### src/rtl/sbol_pkg.sv
// ----------------------------------------------------------------------------
// Sweep baseline object locator package
// Shared widths, reset values, register indexes, state and interface types.
// ----------------------------------------------------------------------------
package sbol_pkg;

    localparam int ANGLE_W    = 8;
    localparam int RANGE_W    = 8;
    localparam int SAMPLE_W   = 12;
    localparam int THR_W      = 8;
    localparam int SCALE_W    = 17;
    localparam int CFG_W      = 17;
    localparam int CFG_IDX_W  = 2;
    localparam int COUNT_W    = 9;
    localparam int SUM_W      = 24;
    localparam int HIT_W      = 16;
    localparam int DVD_W      = SUM_W;
    localparam int DVS_W      = 17;

    localparam int DEF_HALF_SPAN       = 90;
    localparam int DEF_CALIBRATE_STEPS = 363;
    localparam int DEF_DETECT_STEPS    = 181;

    localparam logic [THR_W-1:0]   RST_THRESHOLD = 8'd30;
    localparam logic [RANGE_W-1:0] RST_MAX_DIST  = 8'd150;
    localparam logic [SCALE_W-1:0] RST_SCALE     = 17'd77504;

    localparam logic [CFG_IDX_W-1:0] REG_THRESHOLD = 2'd0;
    localparam logic [CFG_IDX_W-1:0] REG_MAX_DIST  = 2'd1;
    localparam logic [CFG_IDX_W-1:0] REG_SCALE     = 2'd2;

    typedef enum logic [3:0] {
        ST_IDLE,
        ST_CONV,
        ST_CONV_WAIT,
        ST_EVAL,
        ST_END,
        ST_AVGA,
        ST_AVGA_WAIT,
        ST_AVGR,
        ST_AVGR_WAIT,
        ST_FIN
    } state_t;

    typedef struct packed {
        logic capture;
        logic conv_start;
        logic eval;
        logic end_check;
        logic ang_start;
        logic ang_take;
        logic rng_start;
        logic rng_take;
        logic load_out;
    } cmd_t;

    typedef struct packed {
        logic div_done;
        logic need_avg;
    } status_t;

endpackage

### src/rtl/sbol_divider.sv
// ----------------------------------------------------------------------------
// Restoring divider
// Unsigned division, one quotient bit per cycle, done pulse on completion.
// ----------------------------------------------------------------------------
module sbol_divider
(
    input  logic                        clk,
    input  logic                        rst_n,
    input  logic                        start,
    input  logic [sbol_pkg::DVD_W-1:0]  dividend,
    input  logic [sbol_pkg::DVS_W-1:0]  divisor,
    output logic                        done,
    output logic [sbol_pkg::DVD_W-1:0]  quotient
);

    localparam int DVD_W = sbol_pkg::DVD_W;
    localparam int DVS_W = sbol_pkg::DVS_W;
    localparam int CNT_W = $clog2(DVD_W + 1);

    logic [CNT_W-1:0] cnt_reg;
    logic             done_reg;
    logic [DVS_W-1:0] rem_reg;
    logic [DVD_W-1:0] quo_reg;
    logic [DVS_W-1:0] dvs_reg;
    logic [DVS_W:0]   shifted;
    logic [DVS_W:0]   diff;
    logic             ge;

    always_comb
    begin
        shifted = {rem_reg, quo_reg[DVD_W-1]};
        diff    = shifted - {1'b0, dvs_reg};
        ge      = shifted >= {1'b0, dvs_reg};
    end

    always_ff @(posedge clk or negedge rst_n)
    begin
        if (!rst_n)
        begin
            cnt_reg  <= '0;
            done_reg <= 1'b0;
        end
        else
        begin
            done_reg <= !start && (cnt_reg == CNT_W'(1));
            if (start)
            begin
                cnt_reg <= CNT_W'(DVD_W);
            end
            else if (cnt_reg != '0)
            begin
                cnt_reg <= cnt_reg - CNT_W'(1);
            end
        end
    end

    always_ff @(posedge clk)
    begin
        if (start)
        begin
            rem_reg <= '0;
            quo_reg <= dividend;
            dvs_reg <= divisor;
        end
        else if (cnt_reg != '0)
        begin
            rem_reg <= ge ? diff[DVS_W-1:0] : shifted[DVS_W-1:0];
            quo_reg <= {quo_reg[DVD_W-2:0], ge};
        end
    end

    assign done     = done_reg;
    assign quotient = quo_reg;

endmodule

### src/rtl/sbol_datapath.sv
// ----------------------------------------------------------------------------
// Sweep baseline object locator datapath
// Configuration, sweep state, baseline memory, divider and result registers.
// ----------------------------------------------------------------------------
module sbol_datapath
#(
    parameter int HALF_SPAN       = sbol_pkg::DEF_HALF_SPAN,
    parameter int CALIBRATE_STEPS = sbol_pkg::DEF_CALIBRATE_STEPS,
    parameter int DETECT_STEPS    = sbol_pkg::DEF_DETECT_STEPS
)
(
    input  logic                                  clk,
    input  logic                                  rst_n,
    input  logic                                  cfg_wr_en,
    input  logic [sbol_pkg::CFG_IDX_W-1:0]        cfg_index,
    input  logic [sbol_pkg::CFG_W-1:0]            cfg_wdata,
    input  logic                                  mode,
    input  logic                                  start_sweep,
    input  logic [sbol_pkg::SAMPLE_W-1:0]         sample,
    input  sbol_pkg::cmd_t                        cmd,
    output sbol_pkg::status_t                     status,
    output logic signed [sbol_pkg::ANGLE_W-1:0]   motor_angle,
    output logic [sbol_pkg::RANGE_W-1:0]          range_value,
    output logic                                  object_seen,
    output logic                                  bad_sample,
    output logic                                  sweep_done,
    output logic signed [sbol_pkg::ANGLE_W-1:0]   avg_angle,
    output logic [sbol_pkg::RANGE_W-1:0]          avg_range,
    output logic                                  none_found
);

    localparam int ANGLE_W     = sbol_pkg::ANGLE_W;
    localparam int RANGE_W     = sbol_pkg::RANGE_W;
    localparam int COUNT_W     = sbol_pkg::COUNT_W;
    localparam int SUM_W       = sbol_pkg::SUM_W;
    localparam int HIT_W       = sbol_pkg::HIT_W;
    localparam int DVD_W       = sbol_pkg::DVD_W;
    localparam int DVS_W       = sbol_pkg::DVS_W;
    localparam int STORE_DEPTH = 2 * HALF_SPAN + 1;
    localparam int IDX_W       = $clog2(STORE_DEPTH);
    localparam int OFS_W       = ANGLE_W + 2;

    localparam logic signed [ANGLE_W-1:0] ANG_MAX  = ANGLE_W'(HALF_SPAN);
    localparam logic signed [ANGLE_W-1:0] ANG_MIN  = ANGLE_W'(-HALF_SPAN);
    localparam logic [COUNT_W-1:0]        CAL_END  = COUNT_W'(CALIBRATE_STEPS);
    localparam logic [COUNT_W-1:0]        DET_END  = COUNT_W'(DETECT_STEPS);
    localparam logic signed [OFS_W-1:0]   OFS_HALF = OFS_W'(HALF_SPAN);
    localparam logic signed [OFS_W-1:0]   OFS_TOP  = OFS_W'(2 * HALF_SPAN);

    logic [sbol_pkg::THR_W-1:0]   thr_reg;
    logic [RANGE_W-1:0]           maxd_reg;
    logic [sbol_pkg::SCALE_W-1:0] scale_reg;

    logic                         mode_reg;
    logic [sbol_pkg::SAMPLE_W-1:0] sample_reg;

    logic signed [ANGLE_W-1:0]    angle_reg;
    logic                         dir_reg;
    logic [COUNT_W-1:0]           count_reg;
    logic [SUM_W-1:0]             rsum_reg;
    logic signed [SUM_W-1:0]      asum_reg;
    logic [HIT_W-1:0]             hit_reg;
    logic [IDX_W-1:0]             idx_reg;

    logic [RANGE_W-1:0]           base_mem [STORE_DEPTH];
    logic [RANGE_W-1:0]           base_rd_reg;

    logic signed [ANGLE_W-1:0]    res_ang_reg;
    logic [RANGE_W-1:0]           res_dist_reg;
    logic                         res_seen_reg;
    logic                         res_bad_reg;
    logic                         res_done_reg;
    logic signed [ANGLE_W-1:0]    res_avga_reg;
    logic [RANGE_W-1:0]           res_avgr_reg;
    logic                         res_none_reg;

    logic signed [ANGLE_W-1:0]    out_ang_reg;
    logic [RANGE_W-1:0]           out_dist_reg;
    logic                         out_seen_reg;
    logic                         out_bad_reg;
    logic                         out_done_reg;
    logic signed [ANGLE_W-1:0]    out_avga_reg;
    logic [RANGE_W-1:0]           out_avgr_reg;
    logic                         out_none_reg;

    logic signed [OFS_W-1:0]      ofs;
    logic [IDX_W-1:0]             idx_calc;
    logic                         bad;
    logic [RANGE_W-1:0]           range_calc;
    logic                         seen;
    logic                         cal_end;
    logic                         det_end;
    logic [SUM_W-1:0]             amag;
    logic                         div_start;
    logic [DVD_W-1:0]             div_dividend;
    logic [DVS_W-1:0]             div_divisor;
    logic                         div_done;
    logic [DVD_W-1:0]             div_quo;

    always_comb
    begin
        ofs = OFS_W'(angle_reg) + OFS_HALF;
        if (ofs < 0)
        begin
            idx_calc = '0;
        end
        else if (ofs > OFS_TOP)
        begin
            idx_calc = IDX_W'(2 * HALF_SPAN);
        end
        else
        begin
            idx_calc = ofs[IDX_W-1:0];
        end

        bad = (sample_reg == '0);
        if (bad || (div_quo >= DVD_W'(maxd_reg)))
        begin
            range_calc = maxd_reg;
        end
        else
        begin
            range_calc = div_quo[RANGE_W-1:0];
        end

        seen    = mode_reg && (base_rd_reg > range_calc)
                  && ((base_rd_reg - range_calc) > thr_reg);
        cal_end = !mode_reg && (count_reg >= CAL_END);
        det_end = mode_reg && (count_reg >= DET_END);
        amag    = asum_reg[SUM_W-1] ? SUM_W'(-asum_reg) : SUM_W'(asum_reg);

        div_start = cmd.conv_start || cmd.ang_start || cmd.rng_start;
        if (cmd.ang_start)
        begin
            div_dividend = amag;
            div_divisor  = DVS_W'(hit_reg);
        end
        else if (cmd.rng_start)
        begin
            div_dividend = rsum_reg;
            div_divisor  = DVS_W'(hit_reg);
        end
        else
        begin
            div_dividend = DVD_W'(scale_reg);
            div_divisor  = DVS_W'(sample_reg);
        end

        status.div_done = div_done;
        status.need_avg = det_end && (hit_reg != '0);
    end

    sbol_divider u_divider
    (
        .clk      (clk),
        .rst_n    (rst_n),
        .start    (div_start),
        .dividend (div_dividend),
        .divisor  (div_divisor),
        .done     (div_done),
        .quotient (div_quo)
    );

    always_ff @(posedge clk or negedge rst_n)
    begin
        if (!rst_n)
        begin
            thr_reg   <= sbol_pkg::RST_THRESHOLD;
            maxd_reg  <= sbol_pkg::RST_MAX_DIST;
            scale_reg <= sbol_pkg::RST_SCALE;
        end
        else if (cfg_wr_en)
        begin
            unique case (cfg_index)
                sbol_pkg::REG_THRESHOLD: thr_reg   <= cfg_wdata[sbol_pkg::THR_W-1:0];
                sbol_pkg::REG_MAX_DIST:  maxd_reg  <= cfg_wdata[RANGE_W-1:0];
                sbol_pkg::REG_SCALE:     scale_reg <= cfg_wdata[sbol_pkg::SCALE_W-1:0];
                default:
                begin
                end
            endcase
        end
    end

    always_ff @(posedge clk or negedge rst_n)
    begin
        if (!rst_n)
        begin
            angle_reg <= ANG_MIN;
            dir_reg   <= 1'b1;
            count_reg <= '0;
            rsum_reg  <= '0;
            asum_reg  <= '0;
            hit_reg   <= '0;
        end
        else if (cmd.capture)
        begin
            if (start_sweep)
            begin
                angle_reg <= ANG_MIN;
                count_reg <= '0;
                rsum_reg  <= '0;
                asum_reg  <= '0;
                hit_reg   <= '0;
            end
        end
        else if (cmd.conv_start)
        begin
            if (angle_reg >= ANG_MAX)
            begin
                dir_reg <= 1'b0;
            end
            else if (angle_reg <= ANG_MIN)
            begin
                dir_reg <= 1'b1;
            end
        end
        else if (cmd.eval)
        begin
            angle_reg <= dir_reg ? angle_reg + ANGLE_W'(1) : angle_reg - ANGLE_W'(1);
            count_reg <= count_reg + COUNT_W'(1);
            if (seen)
            begin
                rsum_reg <= rsum_reg + SUM_W'(range_calc);
                asum_reg <= asum_reg + SUM_W'(angle_reg);
                hit_reg  <= hit_reg + HIT_W'(1);
            end
        end
        else if (cmd.end_check)
        begin
            if (cal_end)
            begin
                angle_reg <= '0;
                count_reg <= '0;
            end
            else if (det_end && (hit_reg == '0))
            begin
                count_reg <= '0;
                rsum_reg  <= '0;
                asum_reg  <= '0;
                hit_reg   <= '0;
            end
        end
        else if (cmd.rng_take)
        begin
            count_reg <= '0;
            rsum_reg  <= '0;
            asum_reg  <= '0;
            hit_reg   <= '0;
        end
    end

    always_ff @(posedge clk)
    begin
        if (cmd.capture)
        begin
            mode_reg   <= mode;
            sample_reg <= sample;
        end
        if (cmd.conv_start)
        begin
            idx_reg <= idx_calc;
        end
        if (cmd.eval && !mode_reg)
        begin
            base_mem[idx_reg] <= range_calc;
        end
        base_rd_reg <= base_mem[idx_reg];
    end

    always_ff @(posedge clk)
    begin
        if (cmd.eval)
        begin
            res_ang_reg  <= angle_reg;
            res_dist_reg <= range_calc;
            res_seen_reg <= seen;
            res_bad_reg  <= bad;
            res_done_reg <= 1'b0;
            res_avga_reg <= '0;
            res_avgr_reg <= '0;
            res_none_reg <= 1'b0;
        end
        if (cmd.end_check)
        begin
            res_done_reg <= cal_end || det_end;
            res_none_reg <= det_end && (hit_reg == '0);
        end
        if (cmd.ang_take)
        begin
            res_avga_reg <= asum_reg[SUM_W-1] ? -div_quo[ANGLE_W-1:0] : div_quo[ANGLE_W-1:0];
        end
        if (cmd.rng_take)
        begin
            res_avgr_reg <= div_quo[RANGE_W-1:0];
        end
        if (cmd.load_out)
        begin
            out_ang_reg  <= res_ang_reg;
            out_dist_reg <= res_dist_reg;
            out_seen_reg <= res_seen_reg;
            out_bad_reg  <= res_bad_reg;
            out_done_reg <= res_done_reg;
            out_avga_reg <= res_avga_reg;
            out_avgr_reg <= res_avgr_reg;
            out_none_reg <= res_none_reg;
        end
    end

    assign motor_angle = out_ang_reg;
    assign range_value = out_dist_reg;
    assign object_seen = out_seen_reg;
    assign bad_sample  = out_bad_reg;
    assign sweep_done  = out_done_reg;
    assign avg_angle   = out_avga_reg;
    assign avg_range   = out_avgr_reg;
    assign none_found  = out_none_reg;

endmodule

### src/rtl/sbol_controller.sv
// ----------------------------------------------------------------------------
// Sweep baseline object locator controller
// Sequences one transaction through conversion, evaluation and, when a detect sweep ends with hits, averaging.
// ----------------------------------------------------------------------------
module sbol_controller
(
    input  logic              clk,
    input  logic              rst_n,
    input  logic              in_valid,
    output logic              in_ready,
    output logic              out_valid,
    input  logic              out_ready,
    input  sbol_pkg::status_t status,
    output sbol_pkg::cmd_t    cmd
);

    sbol_pkg::state_t state_reg;
    sbol_pkg::state_t state_next;
    logic             out_valid_reg;
    logic             out_valid_next;

    always_ff @(posedge clk or negedge rst_n)
    begin
        if (!rst_n)
        begin
            state_reg     <= sbol_pkg::ST_IDLE;
            out_valid_reg <= 1'b0;
        end
        else
        begin
            state_reg     <= state_next;
            out_valid_reg <= out_valid_next;
        end
    end

    always_comb
    begin
        state_next = state_reg;
        cmd        = '0;
        in_ready   = 1'b0;

        unique case (state_reg)
            sbol_pkg::ST_IDLE:
            begin
                in_ready = 1'b1;
                if (in_valid)
                begin
                    cmd.capture = 1'b1;
                    state_next  = sbol_pkg::ST_CONV;
                end
            end
            sbol_pkg::ST_CONV:
            begin
                cmd.conv_start = 1'b1;
                state_next     = sbol_pkg::ST_CONV_WAIT;
            end
            sbol_pkg::ST_CONV_WAIT:
            begin
                if (status.div_done)
                begin
                    state_next = sbol_pkg::ST_EVAL;
                end
            end
            sbol_pkg::ST_EVAL:
            begin
                cmd.eval   = 1'b1;
                state_next = sbol_pkg::ST_END;
            end
            sbol_pkg::ST_END:
            begin
                cmd.end_check = 1'b1;
                state_next    = status.need_avg ? sbol_pkg::ST_AVGA : sbol_pkg::ST_FIN;
            end
            sbol_pkg::ST_AVGA:
            begin
                cmd.ang_start = 1'b1;
                state_next    = sbol_pkg::ST_AVGA_WAIT;
            end
            sbol_pkg::ST_AVGA_WAIT:
            begin
                if (status.div_done)
                begin
                    cmd.ang_take = 1'b1;
                    state_next   = sbol_pkg::ST_AVGR;
                end
            end
            sbol_pkg::ST_AVGR:
            begin
                cmd.rng_start = 1'b1;
                state_next    = sbol_pkg::ST_AVGR_WAIT;
            end
            sbol_pkg::ST_AVGR_WAIT:
            begin
                if (status.div_done)
                begin
                    cmd.rng_take = 1'b1;
                    state_next   = sbol_pkg::ST_FIN;
                end
            end
            sbol_pkg::ST_FIN:
            begin
                if (!out_valid_reg || out_ready)
                begin
                    cmd.load_out = 1'b1;
                    state_next   = sbol_pkg::ST_IDLE;
                end
            end
            default:
            begin
                state_next = sbol_pkg::ST_IDLE;
            end
        endcase

        if (cmd.load_out)
        begin
            out_valid_next = 1'b1;
        end
        else if (out_ready)
        begin
            out_valid_next = 1'b0;
        end
        else
        begin
            out_valid_next = out_valid_reg;
        end
    end

    assign out_valid = out_valid_reg;

endmodule

### src/rtl/sweep_baseline_object_locator.sv
// ----------------------------------------------------------------------------
// Sweep baseline object locator
// Converts each sample to a distance, tracks the sweep angle, keeps a
// baseline per angle and reports hits and their averages.
// A new transaction is accepted only once the last result has been loaded
// into the output registers; the serial divider, one quotient bit per cycle
// over 24 bits, performs the conversion and both averages.
// Reset: asynchronous; configuration, angle, direction, counters, sums,
// controller state and out_valid take their reset values; the sample, result
// and output registers and the baseline memory are left as they are.
// ----------------------------------------------------------------------------
module sweep_baseline_object_locator
#(
    parameter int HALF_SPAN       = sbol_pkg::DEF_HALF_SPAN,
    parameter int CALIBRATE_STEPS = sbol_pkg::DEF_CALIBRATE_STEPS,
    parameter int DETECT_STEPS    = sbol_pkg::DEF_DETECT_STEPS
)
(
    input  logic                                  clk,
    input  logic                                  rst_n,
    input  logic                                  cfg_wr_en,
    input  logic [sbol_pkg::CFG_IDX_W-1:0]        cfg_index,
    input  logic [sbol_pkg::CFG_W-1:0]            cfg_wdata,
    input  logic                                  in_valid,
    output logic                                  in_ready,
    input  logic                                  mode,
    input  logic                                  start_sweep,
    input  logic [sbol_pkg::SAMPLE_W-1:0]         sample,
    output logic                                  out_valid,
    input  logic                                  out_ready,
    output logic signed [sbol_pkg::ANGLE_W-1:0]   motor_angle,
    output logic [sbol_pkg::RANGE_W-1:0]          range_value,
    output logic                                  object_seen,
    output logic                                  bad_sample,
    output logic                                  sweep_done,
    output logic signed [sbol_pkg::ANGLE_W-1:0]   avg_angle,
    output logic [sbol_pkg::RANGE_W-1:0]          avg_range,
    output logic                                  none_found
);

    sbol_pkg::cmd_t    cmd;
    sbol_pkg::status_t status;

    sbol_controller u_controller
    (
        .clk       (clk),
        .rst_n     (rst_n),
        .in_valid  (in_valid),
        .in_ready  (in_ready),
        .out_valid (out_valid),
        .out_ready (out_ready),
        .status    (status),
        .cmd       (cmd)
    );

    sbol_datapath
    #(
        .HALF_SPAN       (HALF_SPAN),
        .CALIBRATE_STEPS (CALIBRATE_STEPS),
        .DETECT_STEPS    (DETECT_STEPS)
    )
    u_datapath
    (
        .clk         (clk),
        .rst_n       (rst_n),
        .cfg_wr_en   (cfg_wr_en),
        .cfg_index   (cfg_index),
        .cfg_wdata   (cfg_wdata),
        .mode        (mode),
        .start_sweep (start_sweep),
        .sample      (sample),
        .cmd         (cmd),
        .status      (status),
        .motor_angle (motor_angle),
        .range_value (range_value),
        .object_seen (object_seen),
        .bad_sample  (bad_sample),
        .sweep_done  (sweep_done),
        .avg_angle   (avg_angle),
        .avg_range   (avg_range),
        .none_found  (none_found)
    );

endmodule

### config.mk
export PLATFORM = sky130hd
export DESIGN_NAME = sweep_baseline_object_locator
export DESIGN_NICKNAME = d
export VERILOG_FILES = /design/src/rtl/sbol_pkg.sv /design/src/rtl/sbol_divider.sv /design/src/rtl/sbol_datapath.sv /design/src/rtl/sbol_controller.sv /design/src/rtl/sweep_baseline_object_locator.sv
export SDC_FILE = /design/constraint.sdc
export NUM_CORES = 2
export LEC_CHECK = 0
export BUFFER_PORTS_ARGS = -buffer_cell sky130_fd_sc_hd__buf_2
export CORE_AREA = 2 2 358 360
export DETAILED_ROUTE_END_ITERATION = 10
export DIE_AREA = 0 0 360 362
export PLACE_DENSITY = 0.83
export SETUP_SLACK_MARGIN = 0.4
export SLEW_MARGIN = 20
export SYNTH_ARGS = -nofsm -noshare
export SYNTH_HDL_FRONTEND = slang
export SYNTH_SLANG_ARGS = --single-unit
### constraint.sdc
create_clock -name clk -period 17.15 [get_ports clk]
set_clock_uncertainty 0.2 [all_clocks]
set_input_delay 2.5725 -clock clk [delete_from_list [all_inputs] [get_ports clk]]
set_output_delay 2.5725 -clock clk [all_outputs]
set_load 0.01 [all_outputs]
# ---- Yosys cells after proc, flatten, opt, wreduce, memory -nomap -nowiden
# Memories as Yosys holds them, arrays and structs flattened. A register that Yosys moved wholly into a read port is not among the register bits.
# Cells that the tools add are included.
# Widths: inputs -> output; s select.
dict set report word_totals {
  regBits 277
  mem_bits_rw 1448
  input_bits 38
  out_inout_bits 38
  wordCells 206
  memories 1
}
# name words width rd rd_clocked_by_memory_dff write_ports line_no
set memory_table {}
lappend memory_table {u_datapath.base_mem 181 8 1 1 1 sbol_datapath.sv:65} ;# logic [RANGE_W-1:0] base_mem [STORE_DEPTH];
dict set report op_classes {
  addsub 12
  magnitude_cmp 10
  eq_ne 23
  mux 82
  bitwise 1
  reduce_logical 40
}
# cell count
set op_table {}
lappend op_table {{$mux 24} 18}
lappend op_table {{$mux 16} 11}
lappend op_table {{$mux 8} 13}
lappend op_table {{$mux 9} 8}
lappend op_table {{$add 24x8->24} 2}
lappend op_table {{$pmux 4 s10} 1}
lappend op_table {{$ge 24x8->1} 1}
lappend op_table {{$mux 4} 6}
lappend op_table {{$neg 24->24} 1}
lappend op_table {{$mux 1} 22}
lappend op_table {{$ge 18x17->1} 1}
lappend op_table {{$mux 17} 1}
lappend op_table {{$sub 17x17->17} 1}
lappend op_table {{$add 16x1->16 const B} 1}
lappend op_table {{$eq 4x3->1 const B} 4}
lappend op_table {{$gt 8x8->1} 2}
lappend op_table {{$logic_not 16->1} 1}
lappend op_table {{$reduce_bool 16->1} 1}
lappend op_table {{$logic_not 12->1} 1}
lappend op_table {{$reduce_bool 2->1} 6}
lappend op_table {{$mux 5} 2}
lappend op_table {{$add 8x8->9 const B} 1}
lappend op_table {{$add 9x1->9 const B} 1}
lappend op_table {{$ge 9x8->1 const B} 1}
lappend op_table {{other kinds (37)} 61}

# ---- Depth between registers and ports, before layout
dict set report logic_depth {
  word_depth 10
  ltp_mapped 31
  depth_no_buf 29
}

# ---- Modules after synthesis
# From an unflattened synthesis, not the netlist that was laid out.
dict set report unflattened {
  cells_unflattened 3902
  hier_area_um2 71974.0
}
# mod n_inst cells_per_inst area_per_inst_um2 seq_area_each_um2
set by_module_without_submodules {}
lappend by_module_without_submodules {sbol_datapath 1 3521 67926.4 49337.3}
lappend by_module_without_submodules {sbol_divider 1 335 3624.7 1721.7}
lappend by_module_without_submodules {sbol_controller 1 46 422.9 125.1}

# ---- Worst setup path before layout
# No wires, ideal clock.
dict set report synth_path {
  path_kind {register -> register}
  start {reg u_datapath.maxd_reg[1]}
  end {reg u_datapath.rsum_reg[21]}
  setup_ps 83
  t_arrival_ps 9984
  required_time_ps 16867
  slack_ps 6883
  stages_incl_launch_ff 21
  n_path_buf 2
  period_less_slack_ps 10267
  path_cell_list {dfstp_2 -> inv_1 -> ha_1 -> a21oi_1 -> nor2b_1 -> o21ai_0 -> nand2b_1 -> a21oi_1 -> o2111ai_1 -> clkbuf_1 -> mux2i_1 -> ha_1 -> a21o_1 -> a21o_1 -> a2111oi_0 -> o31ai_1 -> and3_1 -> clkbuf_1 -> a31oi_1 -> o21ai_0 -> o21ai_0}
}
dict set report synth_between {
  elab_chain_cells 8
  elab_cells_between_ends 15
  classes_between {add/sub: 2; order compare: 3; eq/ne: 1; mux: 5; reduce/logical: 4}
}
# element line_no
set synth_lines {}
lappend synth_lines {{from (decl)} sbol_datapath.sv:51} ;# logic [RANGE_W-1:0] maxd_reg;
lappend synth_lines {{from (signal assigned)} sbol_datapath.sv:169} ;# maxd_reg <= sbol_pkg::RST_MAX_DIST;
lappend synth_lines {{from (signal assigned)} sbol_datapath.sv:176} ;# sbol_pkg::REG_MAX_DIST: maxd_reg <= cfg_wdata[RANGE_W-1:0];
lappend synth_lines {{$ge 24x8->1} sbol_datapath.sv:117} ;# if (bad || (div_quo >= DVD_W'(maxd_reg)))
lappend synth_lines {{$logic_or 1x1->1} sbol_datapath.sv:117}
lappend synth_lines {{$mux 8 (*)} sbol_datapath.sv:117}
lappend synth_lines {{via u_datapath.range_calc[1]} sbol_datapath.sv:89} ;# logic [RANGE_W-1:0] range_calc;
lappend synth_lines {{$sub 8x8->8 (tied with other cells)} sbol_datapath.sv:127} ;# && ((base_rd_reg - range_calc) > thr_reg);
lappend synth_lines {{$gt 8x8->1 (tied with other cells)} sbol_datapath.sv:127}
lappend synth_lines {{$logic_and 1x1->1 / $mux 24 (equally long branches)} {sbol_datapath.sv:127, sbol_datapath.sv:218}}
lappend synth_lines {{$ne 3x3->1 (no line) / $mux 24 (equally long branches)} n/a}
lappend synth_lines {{$reduce_and 6->1 (no line) / $mux 24 (equally long branches)} n/a}
lappend synth_lines {{to (signal assigned)} sbol_datapath.sv:224} ;# rsum_reg <= rsum_reg + SUM_W'(range_calc);
lappend synth_lines {{to (decl)} sbol_datapath.sv:60} ;# logic [SUM_W-1:0] rsum_reg;
# The timed path passes the listed nets; every way through them passes the cells marked *. The select of a mux whose other input is x is not followed.
# A chain may end at the register's enable or synchronous reset.

# ---- Worst setup path after layout
dict set report layout_path {
  start {reg u_datapath.u_divider.quo_reg[0], in the netlist u_datapath.u_divider.quotient[0]}
  end {reg u_datapath.hit_reg[6]}
}
dict set report layout_between {
  elab_chain_cells 8
  elab_cells_between_ends 10
  classes_between {add/sub: 1; order compare: 3; eq/ne: 1; mux: 1; reduce/logical: 4}
}
# element line_no
set layout_lines {}
lappend layout_lines {{from (decl)} sbol_divider.sv:23} ;# logic [DVD_W-1:0] quo_reg;
lappend layout_lines {{from (signal assigned)} sbol_divider.sv:62} ;# quo_reg <= dividend;
lappend layout_lines {{from (signal assigned)} sbol_divider.sv:68} ;# quo_reg <= {quo_reg[DVD_W-2:0], ge};
lappend layout_lines {{$ge 24x8->1} sbol_datapath.sv:117}
lappend layout_lines {{$logic_or 1x1->1} sbol_datapath.sv:117}
lappend layout_lines {{$mux 8 (*)} sbol_datapath.sv:117}
lappend layout_lines {{via u_datapath.range_calc[0]} sbol_datapath.sv:89}
lappend layout_lines {{$sub 8x8->8 / $gt 8x8->1 (equally long branches)} {sbol_datapath.sv:127, sbol_datapath.sv:126}}
lappend layout_lines {{$gt 8x8->1 / $logic_and 1x1->1 (equally long branches)} {sbol_datapath.sv:127, sbol_datapath.sv:126}}
lappend layout_lines {{$logic_and 1x1->1 (*)} sbol_datapath.sv:127}
lappend layout_lines {{via u_datapath.seen} sbol_datapath.sv:90} ;# logic seen;
lappend layout_lines {{$ne 3x3->1 (no line) (*)} n/a}
lappend layout_lines {{$reduce_and 6->1 (no line) (*)} n/a}
lappend layout_lines {{to (signal assigned)} sbol_datapath.sv:226} ;# hit_reg <= hit_reg + HIT_W'(1);
lappend layout_lines {{to (decl)} sbol_datapath.sv:62} ;# logic [HIT_W-1:0] hit_reg;
# The timed path passes the listed nets; every way through them passes the cells marked *.

==> run metrics <==
Netlist cell types=74; top cells by area, synth=edfxtp_1 66%, mux4_2 15%, dfrtp_1 3.7%, ha_1 1.5%, nor2_1 1.5%; endpoints failing setup=0; hold path depth=0; Primary FF master, synth=edfxtp_1; Die Span Y=362 µm; final hold viol count=0; Num Clock Sinks=about 1700; FP Rows=between 100 and 150; DRC=0; pre-CTS WS=about 10000 ps; FF-to-FF Start=u_datapath.u_divider.quotient[0]; Mapped Cells=around 3900; TritonRoute pass-1 iters=9; final wirelength=187000 µm; hpwl dp=103000 µm; chip width=360 µm; YS warnings=0; Critical Path Fanout Max=between 90 and 100; root buffer cell=clkbuf_16; initial DRC count=approximately 6200; Yosys top cell by area=edfxtp_1; Pins Over Slew Limit=0; leakage=~26 nW; Least-Margin Pin Slew=roughly 1300 ps; Hold Path Class=reg -> reg; syn_nets=just over 4000; Arrival @ worst endpoint=between 7000 and 8000 ps; share of layout cells above drive strength 1=about 22%; H-tree levels=4; depth of the worst register-to-register path=29; initial antenna violation count=8; CTS Hold Buffers Added=0; vias in the first global route=about 39000; vias per cell=slightly below 7; RePlAce Congestion=0.903; synthesis-stage register bit count=roughly 1700; total grt overflow=0; fraction of registers with async set/reset=7.27%; WS Path Type=reg -> reg; Worst EP required=approximately 18000 ps; I/O Buffers=75; Num CTS Buffers=164; post_cts resized=0; CTS max path bufs=3; post-route setup slack=9870 ps; worst reg2reg setup slack=roughly 10000 ps; Final period util=~42%; Antenna Violating Nets Remaining=0; Reg-to-Reg End=u_datapath.hit_reg[6]; Avg Cell Area, Syn=18.2 µm²; Core Area=127000 µm²; RSZ-0062 raised after global routing=no; post-layout min period=between 7000 and 8000 ps; Setup crit start kind=flip-flop; maximum VDD drop=approximately 0.13 mV; Most common cell on crit path=a21oi_1; DR WL/cell=32.1 µm; most frequent cells in the layout=1581 x edfxtp_1, 462 x mux4_2, 283 x nor2_1; DP Cell Count=between 5000 and 6000; Rel. slew slack=roughly 13%; CTS tree=yes; pwr dens=162 nW/µm²; Synth-to-Final Area Change=10.5%; Reg with most FFs=u_datapath.base_mem; CP max stage cell=buf_4; latest clock arrival within the worst-skew pair=about 790 ps; Mapped Area=roughly 70000 µm²; initial core utilization=about 56%; largest net degree at the start of global routing=140; Core Util, Final=a little over three fifths; share of the synthesized area in the top cell type=between 60% and 70%; Max Cap Violations=0; crit-path max cell delay=just over 700 ps; Hold Startpoint=u_datapath.res_dist_reg[2]; Boundary Pins=76; Via Count=about 40000; CP endpoint kind=flip-flop; status=complete, no violations; Reg clk slew, reported paths=around 70 ps; commonest non-fill, non-tap cell in the layout=edfxtp_1; f_max=137 MHz; setup bufs post-CTS=0; first-pass GRT wire length=275000 µm; Nets=4148; max reg flops=1448; setup TNS=0 ps; # fillers=approximately 8000; EDFF count, synth=around 1600; hold worst-path end=u_datapath.range_value[2]; Overall Global Routing Usage=28.8%; DIE AREA=between 100000 and 150000 µm²; final non-filler cell total=around 5800; sequential fraction of the synthesis area=a little under three quarters
-- per-stage QoR --
step                power (mW)  cell area [µm²]  hold slack (ps)
finish                    12.8            79100              211
global route              13.2            79100              224
CTS                       12.7            79000              217
detailed placement        9.06            73800              206
global placement          8.92            73800              201
floorplan                 7.92            71600              200
-- synthesized netlist by cell type, types with 28 or more instances --
cell / number
dfrtp_1: 106
nand2_1: 226
o31ai_1: 39
ha_1: 88
mux2_2: 47
nor2b_1: 28
a31oi_1: 40
edfxtp_1: 1581
nand3_1: 41
a21oi_1: 74
nor2_1: 283
mux4_2: 462
buf_2: 41
clkbuf_1: 141
xor2_1: 29
inv_1: 86
and3_1: 30
o21ai_0: 168
xnor2_1: 42
-- worst max-delay path, delay by kind of cell, from the launching register on --
kind                       cells  cell delay [ps]
buffers and inverters          5             1350
and+or+nand+nor                6              640
DFF                            1              460
adders and majority gates      4             1260
muxes                          1              640
xor gates and xnor gates       1              140
AOI/OAI and AO/OA             12             2440
-- area by class of cell --
| type | instances | area [µm²] | area share, % |
|---|---|---|---|
| clock buffers | 211 | 4360 | 5.52 |
| diodes | 5 | 12.5 | 0.0158 |
| flip-flops and latches | 1732 | 51200 | 64.7 |
| inverters | 87 | 327 | 0.413 |
| multi-input cells | 1902 | 19400 | 24.5 |
| well taps | 1662 | 2080 | 2.63 |
| repair buffers | 130 | 865 | 1.09 |
| clock inverters | 94 | 895 | 1.13 |
-- worst max-delay path by stage --
stage / startpoint / end / slack, ps / depth (start not counted)
floorplan: u_datapath.maxd_reg[1] / u_datapath.rsum_reg[21] / 6880 / 20
global placement: u_datapath.u_divider.quotient[0] / u_datapath.hit_reg[3] / 10340 / 30
detailed placement: u_datapath.u_divider.quotient[0] / u_datapath.hit_reg[3] / 10120 / 30
CTS: u_datapath.u_divider.quotient[0] / u_datapath.hit_reg[6] / 9960 / 29
global route: u_datapath.u_divider.quotient[0] / u_datapath.rsum_reg[21] / 9350 / 31
finish: u_datapath.u_divider.quotient[0] / u_datapath.hit_reg[6] / 9870 / 29
-- kinds of logic (layout without fill, tap and decap cells) --
logic type	Yosys count	after routing	synth area share, %
fa+ha+maj	93	93	1.68
other cells	0	5	0
mux	536	536	15.7
compound gates	460	460	3.99
flops	1732	1732	71.5
simple gates	742	742	4.66
buf+inv	293	522	1.68
xor+xnor	71	71	0.869
-- power by group --
| group | internal (mW) | total [mW] | switching (mW) |
|---|---|---|---|
| Combinational | 1.59 | 3.94 | 2.35 |
| Clock | 2.00 | 3.63 | 1.64 |
| Sequential | 5.02 | 5.22 | 0.200 |
| Total | 8.60 | 12.8 | 4.18 |
-- routing by layer --
metal  vias up  global-route usage [%]  routed length, µm
li1      16000                       -                  -
met1     20200                    38.0              66000
met2      3162                    47.0              91700
met3       535                    6.06              20000
met4         6                    12.5               9120
met5         -                       0                 45
(Power assumes the default switching activity.)
